<file path="src/hw/rtl/ttlexp_pkg.sv">
// shared types and constants for the token expiry table
// no dependencies; used by ttlexp_ctrl, ttlexp_dpath and ttl_token_expiry_table
package ttlexp_pkg;

    // default sizes
    localparam int TABLE_DEPTH_DEF = 64;
    localparam int KEY_BITS_DEF    = 32;

    // fixed field widths
    localparam int CMD_W   = 2;
    localparam int IN_KEY_W = 32;
    localparam int TIME_W  = 32;
    localparam int TTL_W   = 31;
    localparam int COUNT_W = 7;

    localparam logic [COUNT_W-1:0] COUNT_MAX = 7'd127;
    localparam logic [TTL_W-1:0]   TTL_RESET = 31'd1;
    localparam logic [TIME_W-1:0]  TIME_MAX  = 32'hFFFF_FFFF;

    // command codes
    localparam logic [CMD_W-1:0] CMD_GENERATE = 2'd0;
    localparam logic [CMD_W-1:0] CMD_RENEW    = 2'd1;
    localparam logic [CMD_W-1:0] CMD_COUNT    = 2'd2;

    // controller to datapath commands
    typedef struct packed {
        logic capture;
        logic idx_clear;
        logic idx_step;
        logic clear_wr;
        logic sweep_rd;
        logic update;
        logic load_out;
    } ctrl_cmd_t;

    // datapath to controller status
    typedef struct packed {
        logic idx_last;
    } dp_status_t;

endpackage

</file>
<file path="src/hw/rtl/ttlexp_ctrl.sv">
// sequencer for the token expiry table: clearing pass, sweep, update, result hand-off
// depends on ttlexp_pkg
module ttlexp_ctrl (
    input  logic                    clk,
    input  logic                    rst_n,
    input  logic                    in_valid,
    output logic                    in_stall,
    output logic                    out_valid,
    input  logic                    out_stall,
    input  ttlexp_pkg::dp_status_t  status,
    output ttlexp_pkg::ctrl_cmd_t   cmd
);
    import ttlexp_pkg::*;

    typedef enum logic [2:0] {
        ST_CLEAR,
        ST_IDLE,
        ST_SWEEP,
        ST_DRAIN,
        ST_UPDATE,
        ST_DONE
    } state_t;

    state_t state_reg;
    state_t state_next;
    logic   out_valid_reg;
    logic   out_valid_next;
    logic   out_free;

    // output register can take a new result
    assign out_free  = !out_valid_reg || !out_stall;
    assign in_stall  = (state_reg != ST_IDLE);
    assign out_valid = out_valid_reg;

    // next state and commands
    always_comb
    begin
        state_next     = state_reg;
        out_valid_next = out_valid_reg && out_stall;
        cmd            = '0;
        case (state_reg)
            ST_CLEAR:
            begin
                cmd.clear_wr = 1'b1;
                if (status.idx_last)
                begin
                    cmd.idx_clear = 1'b1;
                    state_next    = ST_IDLE;
                end
                else
                begin
                    cmd.idx_step = 1'b1;
                end
            end
            ST_IDLE:
            begin
                if (in_valid)
                begin
                    cmd.capture   = 1'b1;
                    cmd.idx_clear = 1'b1;
                    state_next    = ST_SWEEP;
                end
            end
            ST_SWEEP:
            begin
                cmd.sweep_rd = 1'b1;
                if (status.idx_last)
                begin
                    cmd.idx_clear = 1'b1;
                    state_next    = ST_DRAIN;
                end
                else
                begin
                    cmd.idx_step = 1'b1;
                end
            end
            ST_DRAIN:
            begin
                state_next = ST_UPDATE;
            end
            ST_UPDATE:
            begin
                cmd.update = 1'b1;
                state_next = ST_DONE;
            end
            ST_DONE:
            begin
                if (out_free)
                begin
                    cmd.load_out   = 1'b1;
                    out_valid_next = 1'b1;
                    state_next     = ST_IDLE;
                end
            end
            default:
            begin
                state_next = ST_IDLE;
            end
        endcase
    end

    // state and registered outputs
    always_ff @(posedge clk or negedge rst_n)
    begin
        if (!rst_n)
        begin
            state_reg     <= ST_CLEAR;
            out_valid_reg <= 1'b0;
        end
        else
        begin
            state_reg     <= state_next;
            out_valid_reg <= out_valid_next;
        end
    end

endmodule

</file>
<file path="src/hw/rtl/ttlexp_dpath.sv">
// datapath for the token expiry table: entry memory, sweep evaluation, slot choice,
// lifetime register and result registers; depends on ttlexp_pkg
module ttlexp_dpath #(
    parameter int TABLE_DEPTH = ttlexp_pkg::TABLE_DEPTH_DEF,
    parameter int KEY_BITS    = ttlexp_pkg::KEY_BITS_DEF
) (
    input  logic                                clk,
    input  logic                                rst_n,
    input  logic                                cfg_wr_en,
    input  logic [ttlexp_pkg::TTL_W-1:0]        cfg_wr_data,
    input  logic [ttlexp_pkg::CMD_W-1:0]        command,
    input  logic [ttlexp_pkg::IN_KEY_W-1:0]     token_key,
    input  logic [ttlexp_pkg::TIME_W-1:0]       current_time,
    output logic [ttlexp_pkg::COUNT_W-1:0]      live_count,
    output logic                                table_full,
    input  ttlexp_pkg::ctrl_cmd_t               cmd,
    output ttlexp_pkg::dp_status_t              status
);
    import ttlexp_pkg::*;

    localparam int IDX_W  = $clog2(TABLE_DEPTH);
    localparam int CNT_W  = $clog2(TABLE_DEPTH + 1);
    localparam int CMP_W  = (CNT_W > COUNT_W) ? CNT_W : COUNT_W;
    localparam int WORD_W = 1 + KEY_BITS + TIME_W;
    localparam logic [IDX_W-1:0] IDX_LAST = IDX_W'(TABLE_DEPTH - 1);

    // entry memory: {valid, key, expiry}
    logic [WORD_W-1:0] mem [TABLE_DEPTH];

    logic [IDX_W-1:0]    idx_reg;
    logic [TTL_W-1:0]    ttl_reg;
    logic [CMD_W-1:0]    cmd_reg;
    logic [KEY_BITS-1:0] key_reg;
    logic [TIME_W-1:0]   now_reg;
    logic [TIME_W-1:0]   exp_reg;
    logic [WORD_W-1:0]   rd_data_reg;
    logic                eval_vld_reg;
    logic [IDX_W-1:0]    eval_idx_reg;
    logic                match_found_reg;
    logic [IDX_W-1:0]    match_idx_reg;
    logic                free_found_reg;
    logic [IDX_W-1:0]    free_idx_reg;
    logic [CNT_W-1:0]    cnt_reg;
    logic [CNT_W-1:0]    res_cnt_reg;
    logic                res_full_reg;
    logic [COUNT_W-1:0]  live_count_reg;
    logic                table_full_reg;

    logic                ent_valid;
    logic [KEY_BITS-1:0] ent_key;
    logic [TIME_W-1:0]   ent_exp;
    logic                ent_live;
    logic                ent_expire;
    logic [TIME_W:0]     exp_sum;
    logic                is_gen;
    logic                is_renew;
    logic                wr_en;
    logic [IDX_W-1:0]    wr_addr;
    logic [WORD_W-1:0]   wr_data;
    logic [COUNT_W-1:0]  cnt_sat;

    assign status.idx_last = (idx_reg == IDX_LAST);

    // entry fields of the word being evaluated
    assign ent_valid  = rd_data_reg[WORD_W-1];
    assign ent_key    = rd_data_reg[TIME_W +: KEY_BITS];
    assign ent_exp    = rd_data_reg[TIME_W-1:0];
    assign ent_live   = ent_valid && (ent_exp > now_reg);
    assign ent_expire = ent_valid && !ent_live;

    assign is_gen   = (cmd_reg == CMD_GENERATE);
    assign is_renew = (cmd_reg == CMD_RENEW);

    // saturating expiry sum
    assign exp_sum = {1'b0, now_reg} + {{(TIME_W + 1 - TTL_W){1'b0}}, ttl_reg};

    // memory write port selection
    always_comb
    begin
        wr_en   = 1'b0;
        wr_addr = idx_reg;
        wr_data = '0;
        if (cmd.clear_wr)
        begin
            wr_en = 1'b1;
        end
        else if (eval_vld_reg && ent_expire)
        begin
            wr_en   = 1'b1;
            wr_addr = eval_idx_reg;
            wr_data = {1'b0, rd_data_reg[WORD_W-2:0]};
        end
        else if (cmd.update)
        begin
            wr_data = {1'b1, key_reg, exp_reg};
            if (match_found_reg && (is_gen || is_renew))
            begin
                wr_en   = 1'b1;
                wr_addr = match_idx_reg;
            end
            else if (is_gen && free_found_reg)
            begin
                wr_en   = 1'b1;
                wr_addr = free_idx_reg;
            end
        end
    end

    // entry memory write and registered read
    always_ff @(posedge clk)
    begin
        if (wr_en)
        begin
            mem[wr_addr] <= wr_data;
        end
        if (cmd.sweep_rd)
        begin
            rd_data_reg <= mem[idx_reg];
        end
    end

    // control state: index, lifetime, sweep pipe, search flags
    always_ff @(posedge clk or negedge rst_n)
    begin
        if (!rst_n)
        begin
            idx_reg         <= '0;
            ttl_reg         <= TTL_RESET;
            eval_vld_reg    <= 1'b0;
            match_found_reg <= 1'b0;
            free_found_reg  <= 1'b0;
        end
        else
        begin
            if (cmd.idx_clear)
            begin
                idx_reg <= '0;
            end
            else if (cmd.idx_step)
            begin
                idx_reg <= idx_reg + IDX_W'(1);
            end
            if (cfg_wr_en)
            begin
                ttl_reg <= cfg_wr_data;
            end
            eval_vld_reg <= cmd.sweep_rd;
            if (cmd.capture)
            begin
                match_found_reg <= 1'b0;
                free_found_reg  <= 1'b0;
            end
            else if (eval_vld_reg)
            begin
                if (ent_live && (ent_key == key_reg))
                begin
                    match_found_reg <= 1'b1;
                end
                if (!ent_live)
                begin
                    free_found_reg <= 1'b1;
                end
            end
        end
    end

    // payload: captured beat, expiry, slot indexes, counts, results
    always_ff @(posedge clk)
    begin
        eval_idx_reg <= idx_reg;
        exp_reg      <= exp_sum[TIME_W] ? TIME_MAX : exp_sum[TIME_W-1:0];
        if (cmd.capture)
        begin
            cmd_reg <= command;
            key_reg <= KEY_BITS'(token_key);
            now_reg <= current_time;
            cnt_reg <= '0;
        end
        else if (eval_vld_reg)
        begin
            if (ent_live && (ent_key == key_reg) && !match_found_reg)
            begin
                match_idx_reg <= eval_idx_reg;
            end
            if (!ent_live && !free_found_reg)
            begin
                free_idx_reg <= eval_idx_reg;
            end
            if (ent_live)
            begin
                cnt_reg <= cnt_reg + CNT_W'(1);
            end
        end
        if (cmd.update)
        begin
            res_full_reg <= is_gen && !match_found_reg && !free_found_reg;
            if (is_gen && !match_found_reg && free_found_reg)
            begin
                res_cnt_reg <= cnt_reg + CNT_W'(1);
            end
            else
            begin
                res_cnt_reg <= cnt_reg;
            end
        end
        if (cmd.load_out)
        begin
            live_count_reg <= cnt_sat;
            table_full_reg <= res_full_reg;
        end
    end

    // live count clamps at the field maximum
    assign cnt_sat = (CMP_W'(res_cnt_reg) > CMP_W'(COUNT_MAX)) ? COUNT_MAX
                                                               : COUNT_W'(res_cnt_reg);

    assign live_count = live_count_reg;
    assign table_full = table_full_reg;

endmodule

</file>
<file path="src/hw/rtl/ttl_token_expiry_table.sv">
// token expiry table: each input beat runs through capture, a sweep through the entry
// memory at one entry read per cycle, drain, update and result load before out_valid
// rises; a new beat is stalled until the previous item is through, and an item waits
// longer in its result load while the previous result is still held by out_stall
// reset: a clearing pass invalidates every entry, with no input beat taken;
// time_to_live resets to 1; configuration writes are taken at any time
module ttl_token_expiry_table #(
    parameter int TABLE_DEPTH = ttlexp_pkg::TABLE_DEPTH_DEF,
    parameter int KEY_BITS    = ttlexp_pkg::KEY_BITS_DEF
) (
    input  logic                                clk,
    input  logic                                rst_n,
    input  logic                                cfg_wr_en,
    input  logic [ttlexp_pkg::TTL_W-1:0]        cfg_wr_data,
    input  logic                                in_valid,
    output logic                                in_stall,
    input  logic [ttlexp_pkg::CMD_W-1:0]        command,
    input  logic [ttlexp_pkg::IN_KEY_W-1:0]     token_key,
    input  logic [ttlexp_pkg::TIME_W-1:0]       current_time,
    output logic                                out_valid,
    input  logic                                out_stall,
    output logic [ttlexp_pkg::COUNT_W-1:0]      live_count,
    output logic                                table_full
);
    import ttlexp_pkg::*;

    ctrl_cmd_t  cmd;
    dp_status_t status;

    // sequencer
    ttlexp_ctrl u_ctrl (
        .clk       (clk),
        .rst_n     (rst_n),
        .in_valid  (in_valid),
        .in_stall  (in_stall),
        .out_valid (out_valid),
        .out_stall (out_stall),
        .status    (status),
        .cmd       (cmd)
    );

    // table memory and evaluation
    ttlexp_dpath #(
        .TABLE_DEPTH (TABLE_DEPTH),
        .KEY_BITS    (KEY_BITS)
    ) u_dpath (
        .clk          (clk),
        .rst_n        (rst_n),
        .cfg_wr_en    (cfg_wr_en),
        .cfg_wr_data  (cfg_wr_data),
        .command      (command),
        .token_key    (token_key),
        .current_time (current_time),
        .live_count   (live_count),
        .table_full   (table_full),
        .cmd          (cmd),
        .status       (status)
    );

endmodule
</file>
<file path="config.mk">
export PLATFORM = sky130hd
export DESIGN_NAME = ttl_token_expiry_table
export DESIGN_NICKNAME = d
export VERILOG_FILES = /design/src/hw/rtl/ttlexp_pkg.sv /design/src/hw/rtl/ttlexp_ctrl.sv /design/src/hw/rtl/ttlexp_dpath.sv /design/src/hw/rtl/ttl_token_expiry_table.sv
export SDC_FILE = /design/constraint.sdc
export NUM_CORES = 2
export LEC_CHECK = 0
export BUFFER_PORTS_ARGS = -buffer_cell sky130_fd_sc_hd__buf_2
export CAP_MARGIN = 25
export CORE_MARGIN = 2
export CORE_UTILIZATION = 40
export DETAILED_ROUTE_END_ITERATION = 16
export HOLD_SLACK_MARGIN = 0.12
export PLACE_DENSITY = 0.64
export SLEW_MARGIN = 40
export SYNTH_ARGS = -nofsm -noshare
export SYNTH_HDL_FRONTEND = slang
export SYNTH_MEMORY_MAX_BITS = 65536
export SYNTH_SLANG_ARGS = --single-unit
</file>
<file path="constraint.sdc">
create_clock -name clk -period 14.2 [get_ports clk]
set_input_delay 0.71 -clock clk [delete_from_list [all_inputs] [get_ports clk]]
set_output_delay 0.71 -clock clk [all_outputs]
set_load 0.05 [all_outputs]
</file>
==> results.py <==
metrics = {
    "synthesis": {
        "ys_seq_area_frac": 0.778,
        "syn_avg_cell_area_sq_um": 24.2,
        "syn_area_sq_um": 169000,
        "synth_top_area_frac": 0.766,
        "synth_edf_count": 4319,
        "yosys_warnings": 0,
        "synth.distinct_cells": 70,
        "syn_nets": 7152,
        "ys_ff_latch": 4408,
        "yosysTopAreaCell": "edfxtp_1",
        "synth_ff_type": "edfxtp_1",
        "syn_inst": 6984,
        "synth_area_leaders": "edfxtp_1, mux4_2, dfrtp_1",
        "ys_async_sr_fraction": 0.00998,
    },
    "global_route": {
        "grt_use_total": 0.210,
        "grt_pass1_vias": 81102,
        "gr-total-overflow": 0,
        "antenna_found_initial": 35,
        "grt_pass1_wl_mm": 636,
        "grt_max_degree": 136,
    },
    "pwr": {
        "power_leakage_nw": 60.3,
        "switching_power_w": 0.0118,
        "p_comb_frac": 0.287,
        "p_int_w": 0.0268,
        "vdd_drop_max_v": 0.000158,
        "switching_share": 0.306,
        "clockPowerShare": 0.292,
        "finalPower_w": 0.0386,
        "p_per_area_nw_per_um2": 199,
        "seqPwrFrac": 0.421,
    },
    "setup_path": {
        "crit_arrival_ps": 7230,
        "worstSetupPathType": "flop to flop",
        "cp.required_ps": 14780,
        "slowest_delay_ps": 740,
        "cp_max_fo": 37,
        "cp-start-kind": "flop",
        "crit_top_cell": "buf_4",
        "path_cells": "inv_1 -> ha_1 -> a21o_1 -> a21o_1 -> a211oi_1 -> o211a_1 -> o211a_2 -> o21a_4 -> buf_4 -> o22a_1 -> nand4_1 -> nor2_4 -> buf_4 -> buf_4",
        "cp_slowest_cell": "nor2_4",
        "path_buf_inv": 4,
        "crit_family": "compound AO/OA/AOI/OAI gates",
        "endpoint_kind": "flop",
    },
    "clocking": {
        "clock_latency_ps": 1000,
        "cts_tree": "done",
        "clockRootBuffer": "clkbuf_16",
        "clock-sinks": 4408,
        "path_clk_slew_ps": 60,
        "ctsResizeCount": 0,
        "h-tree-depth": 5,
        "clockBufferDepth": 4,
        "numCtsBuffers": 437,
        "ctsHoldBuffers": 95,
        "post_cts_buffers": 0,
    },
    "floorplanning": {
        "die_area_sq_um": 428000,
        "die_h_microns": 655,
        "start_util": 0.402,
        "coreArea_sq_um": 421000,
        "ios": 112,
        "placementRows": 238,
        "die_w_microns": 655,
    },
    "layout": {
        "multi_input_area_sq_um": 37200,
        "final_cell_mix": "edfxtp_1, mux4_2, clkbuf_16, buf_4, nand2_1",
        "seqCellArea_sq_um": 132000,
        "drive_above_1_share": 0.323,
        "final_common_cell": "edfxtp_1",
        "area_delta_synth_final_pct": 14.9,
        "largest_reg_flops": 4160,
        "final_nets": 7711,
        "fill_cells": 33729,
    },
    "detailed_routing": {
        "wire_per_inst_microns": 33.6,
        "wl_mm": 455,
        "first_pass_iters": 7,
        "drt_iter0_drc": 12323,
        "via_per_inst": 5.96,
        "vias": 80739,
        "ant_nets": 0,
        "drc": 0,
    },
    "worst_hold_path": {
        "worstHoldPathType": "input pin to flop",
    },
    "outcome": {
        "status": "completed",
    },
    "sta": {
        "fmax_mhz": 150,
        "fin_skew_ps": 66.4,
        "slew_viol_final": 0,
        "finalSetupTns_ps": 0,
        "setup_viol": 0,
        "rsz0062_at_grt": "false",
        "worst_pin_slew_ps": 925,
        "finalCritPeriodShare": 0.468,
        "hold_viol": 0,
        "slew_headroom": 0.383,
        "whs_ps": 125,
        "fin_crit_ps": 6650,
    },
    "flow_run": {
        "cap_violations": 0,
    },
    "place": {
        "gp_congestion": 0.829,
        "portBuffers": 111,
        "dpl.hpwl_mm": 254,
    },
}
[cell usage after synthesis (3+ instances only)]
cell type / number
edfxtp_1: 4319
mux4_2: 1365
clkbuf_1: 223
nand2_1: 122
a21oi_1: 110
nor2_1: 98
nand3_1: 85
buf_2: 82
ha_1: 65
buf_1: 56
xor2_1: 47
dfxtp_1: 45
inv_1: 45
dfrtp_1: 43
mux2_2: 32
o21ai_0: 30
a21o_1: 27
nand4_1: 26
xnor2_1: 23
nor2b_1: 12
nor4_1: 11
and3_1: 8
nor3_1: 8
and2_1: 7
a211oi_1: 6
a31oi_1: 6
nand2b_1: 5
a221oi_1: 4
a22oi_1: 4
and4_1: 4
nor3b_1: 4
o21a_1: 4
or3_1: 4
a21boi_0: 3
buf_6: 3
o2111ai_1: 3
o21bai_1: 3
o22ai_1: 3
or2_2: 3
[metrics by stage]
stage / std cells / setup WS, ps / instance area, sq um / util
5_1_grt: 13554 / 7370 / 194000 / 0.462
6_report: 13558 / 7550 / 194000 / 0.462
2_1_floorplan: 6984 / 8310 / 169000 / -
3_5_place_dp: 12633 / 7640 / 179000 / 0.426
4_1_cts: 13535 / 7630 / 194000 / 0.461
3_3_place_gp: 12614 / 7720 / 179000 / 0.424
[worst reg2reg max path: cells and delay by family, from the launching register on]
kind	cells	cell delay, ps
buffers and inverters	4	2040
AO/OA/AOI/OAI	7	2280
AND/OR/NAND/NOR	2	1200
flip-flops	1	420
adder cells (fa/ha/maj)	1	240
[cell families (layout without fill, tap and decap cells)]
family          after synthesis  after routing  share of synthesized area
flops                      4408           4408                      0.778
mux                        1399           1399                      0.184
buf+inv                     410           1337                    0.00985
simple gates                402            402                     0.0112
compound gates              229            229                    0.00855
xor+xnor                     70             70                    0.00362
fa+ha+maj                    66             66                    0.00492
other cells                   0              7                          0
[path summary, 6_finish.rpt]
| check | startpoint | to | slack [ps] | cells after the start |
|---|---|---|---|---|
| worst max-delay path | u_dpath.now_reg[21] | u_dpath.mem[10][58] | 7550 | 14 |
| worst max register to register | u_dpath.now_reg[21] | u_dpath.mem[10][58] | 7550 | 14 |
| worst min register to register | u_dpath.res_cnt_reg[4] | u_dpath.live_count[4] | 420 | 0 |
| min in group asynchronous | rst_n | u_dpath.ttl_reg[10] | 280 | 2 |
| worst min-delay path | cfg_wr_data[2] | u_dpath.ttl_reg[2] | 130 | 2 |
| max in group asynchronous | rst_n | u_dpath.idx_reg[3] | 13030 | 3 |
[power groups by stage]
| stage | logic, W | clock network (W) | registers (W) |
|---|---|---|---|
| 2_1_floorplan | 0.00676 | 0 | 0.0164 |
| 3_3_place_gp | 0.0108 | 0 | 0.0165 |
| 3_5_place_dp | 0.0110 | 0 | 0.0165 |
| 4_1_cts | 0.0111 | 0.0114 | 0.0163 |
| 5_1_grt | 0.0115 | 0.0119 | 0.0163 |
| 6_report | 0.0111 | 0.0113 | 0.0163 |
[final cells by class]
cell class / count / area share
diodes: 7 / 0.0000901
multi-input cells: 2166 / 0.191
clock buffers: 537 / 0.0590
repair buffers: 485 / 0.0226
flip-flops and latches: 4408 / 0.677
clock inverters: 270 / 0.0125
inverters: 45 / 0.000869
well taps: 5640 / 0.0363
[routing by layer]
metal,part of all wire,vias to the layer above,global-route usage
li1,-,31292,-
met1,0.39,44148,0.292
met2,0.48,4564,0.340
met3,0.090,725,0.0337
met4,0.038,10,0.0716
met5,0.00017,-,0
(Power assumes the default switching activity.)
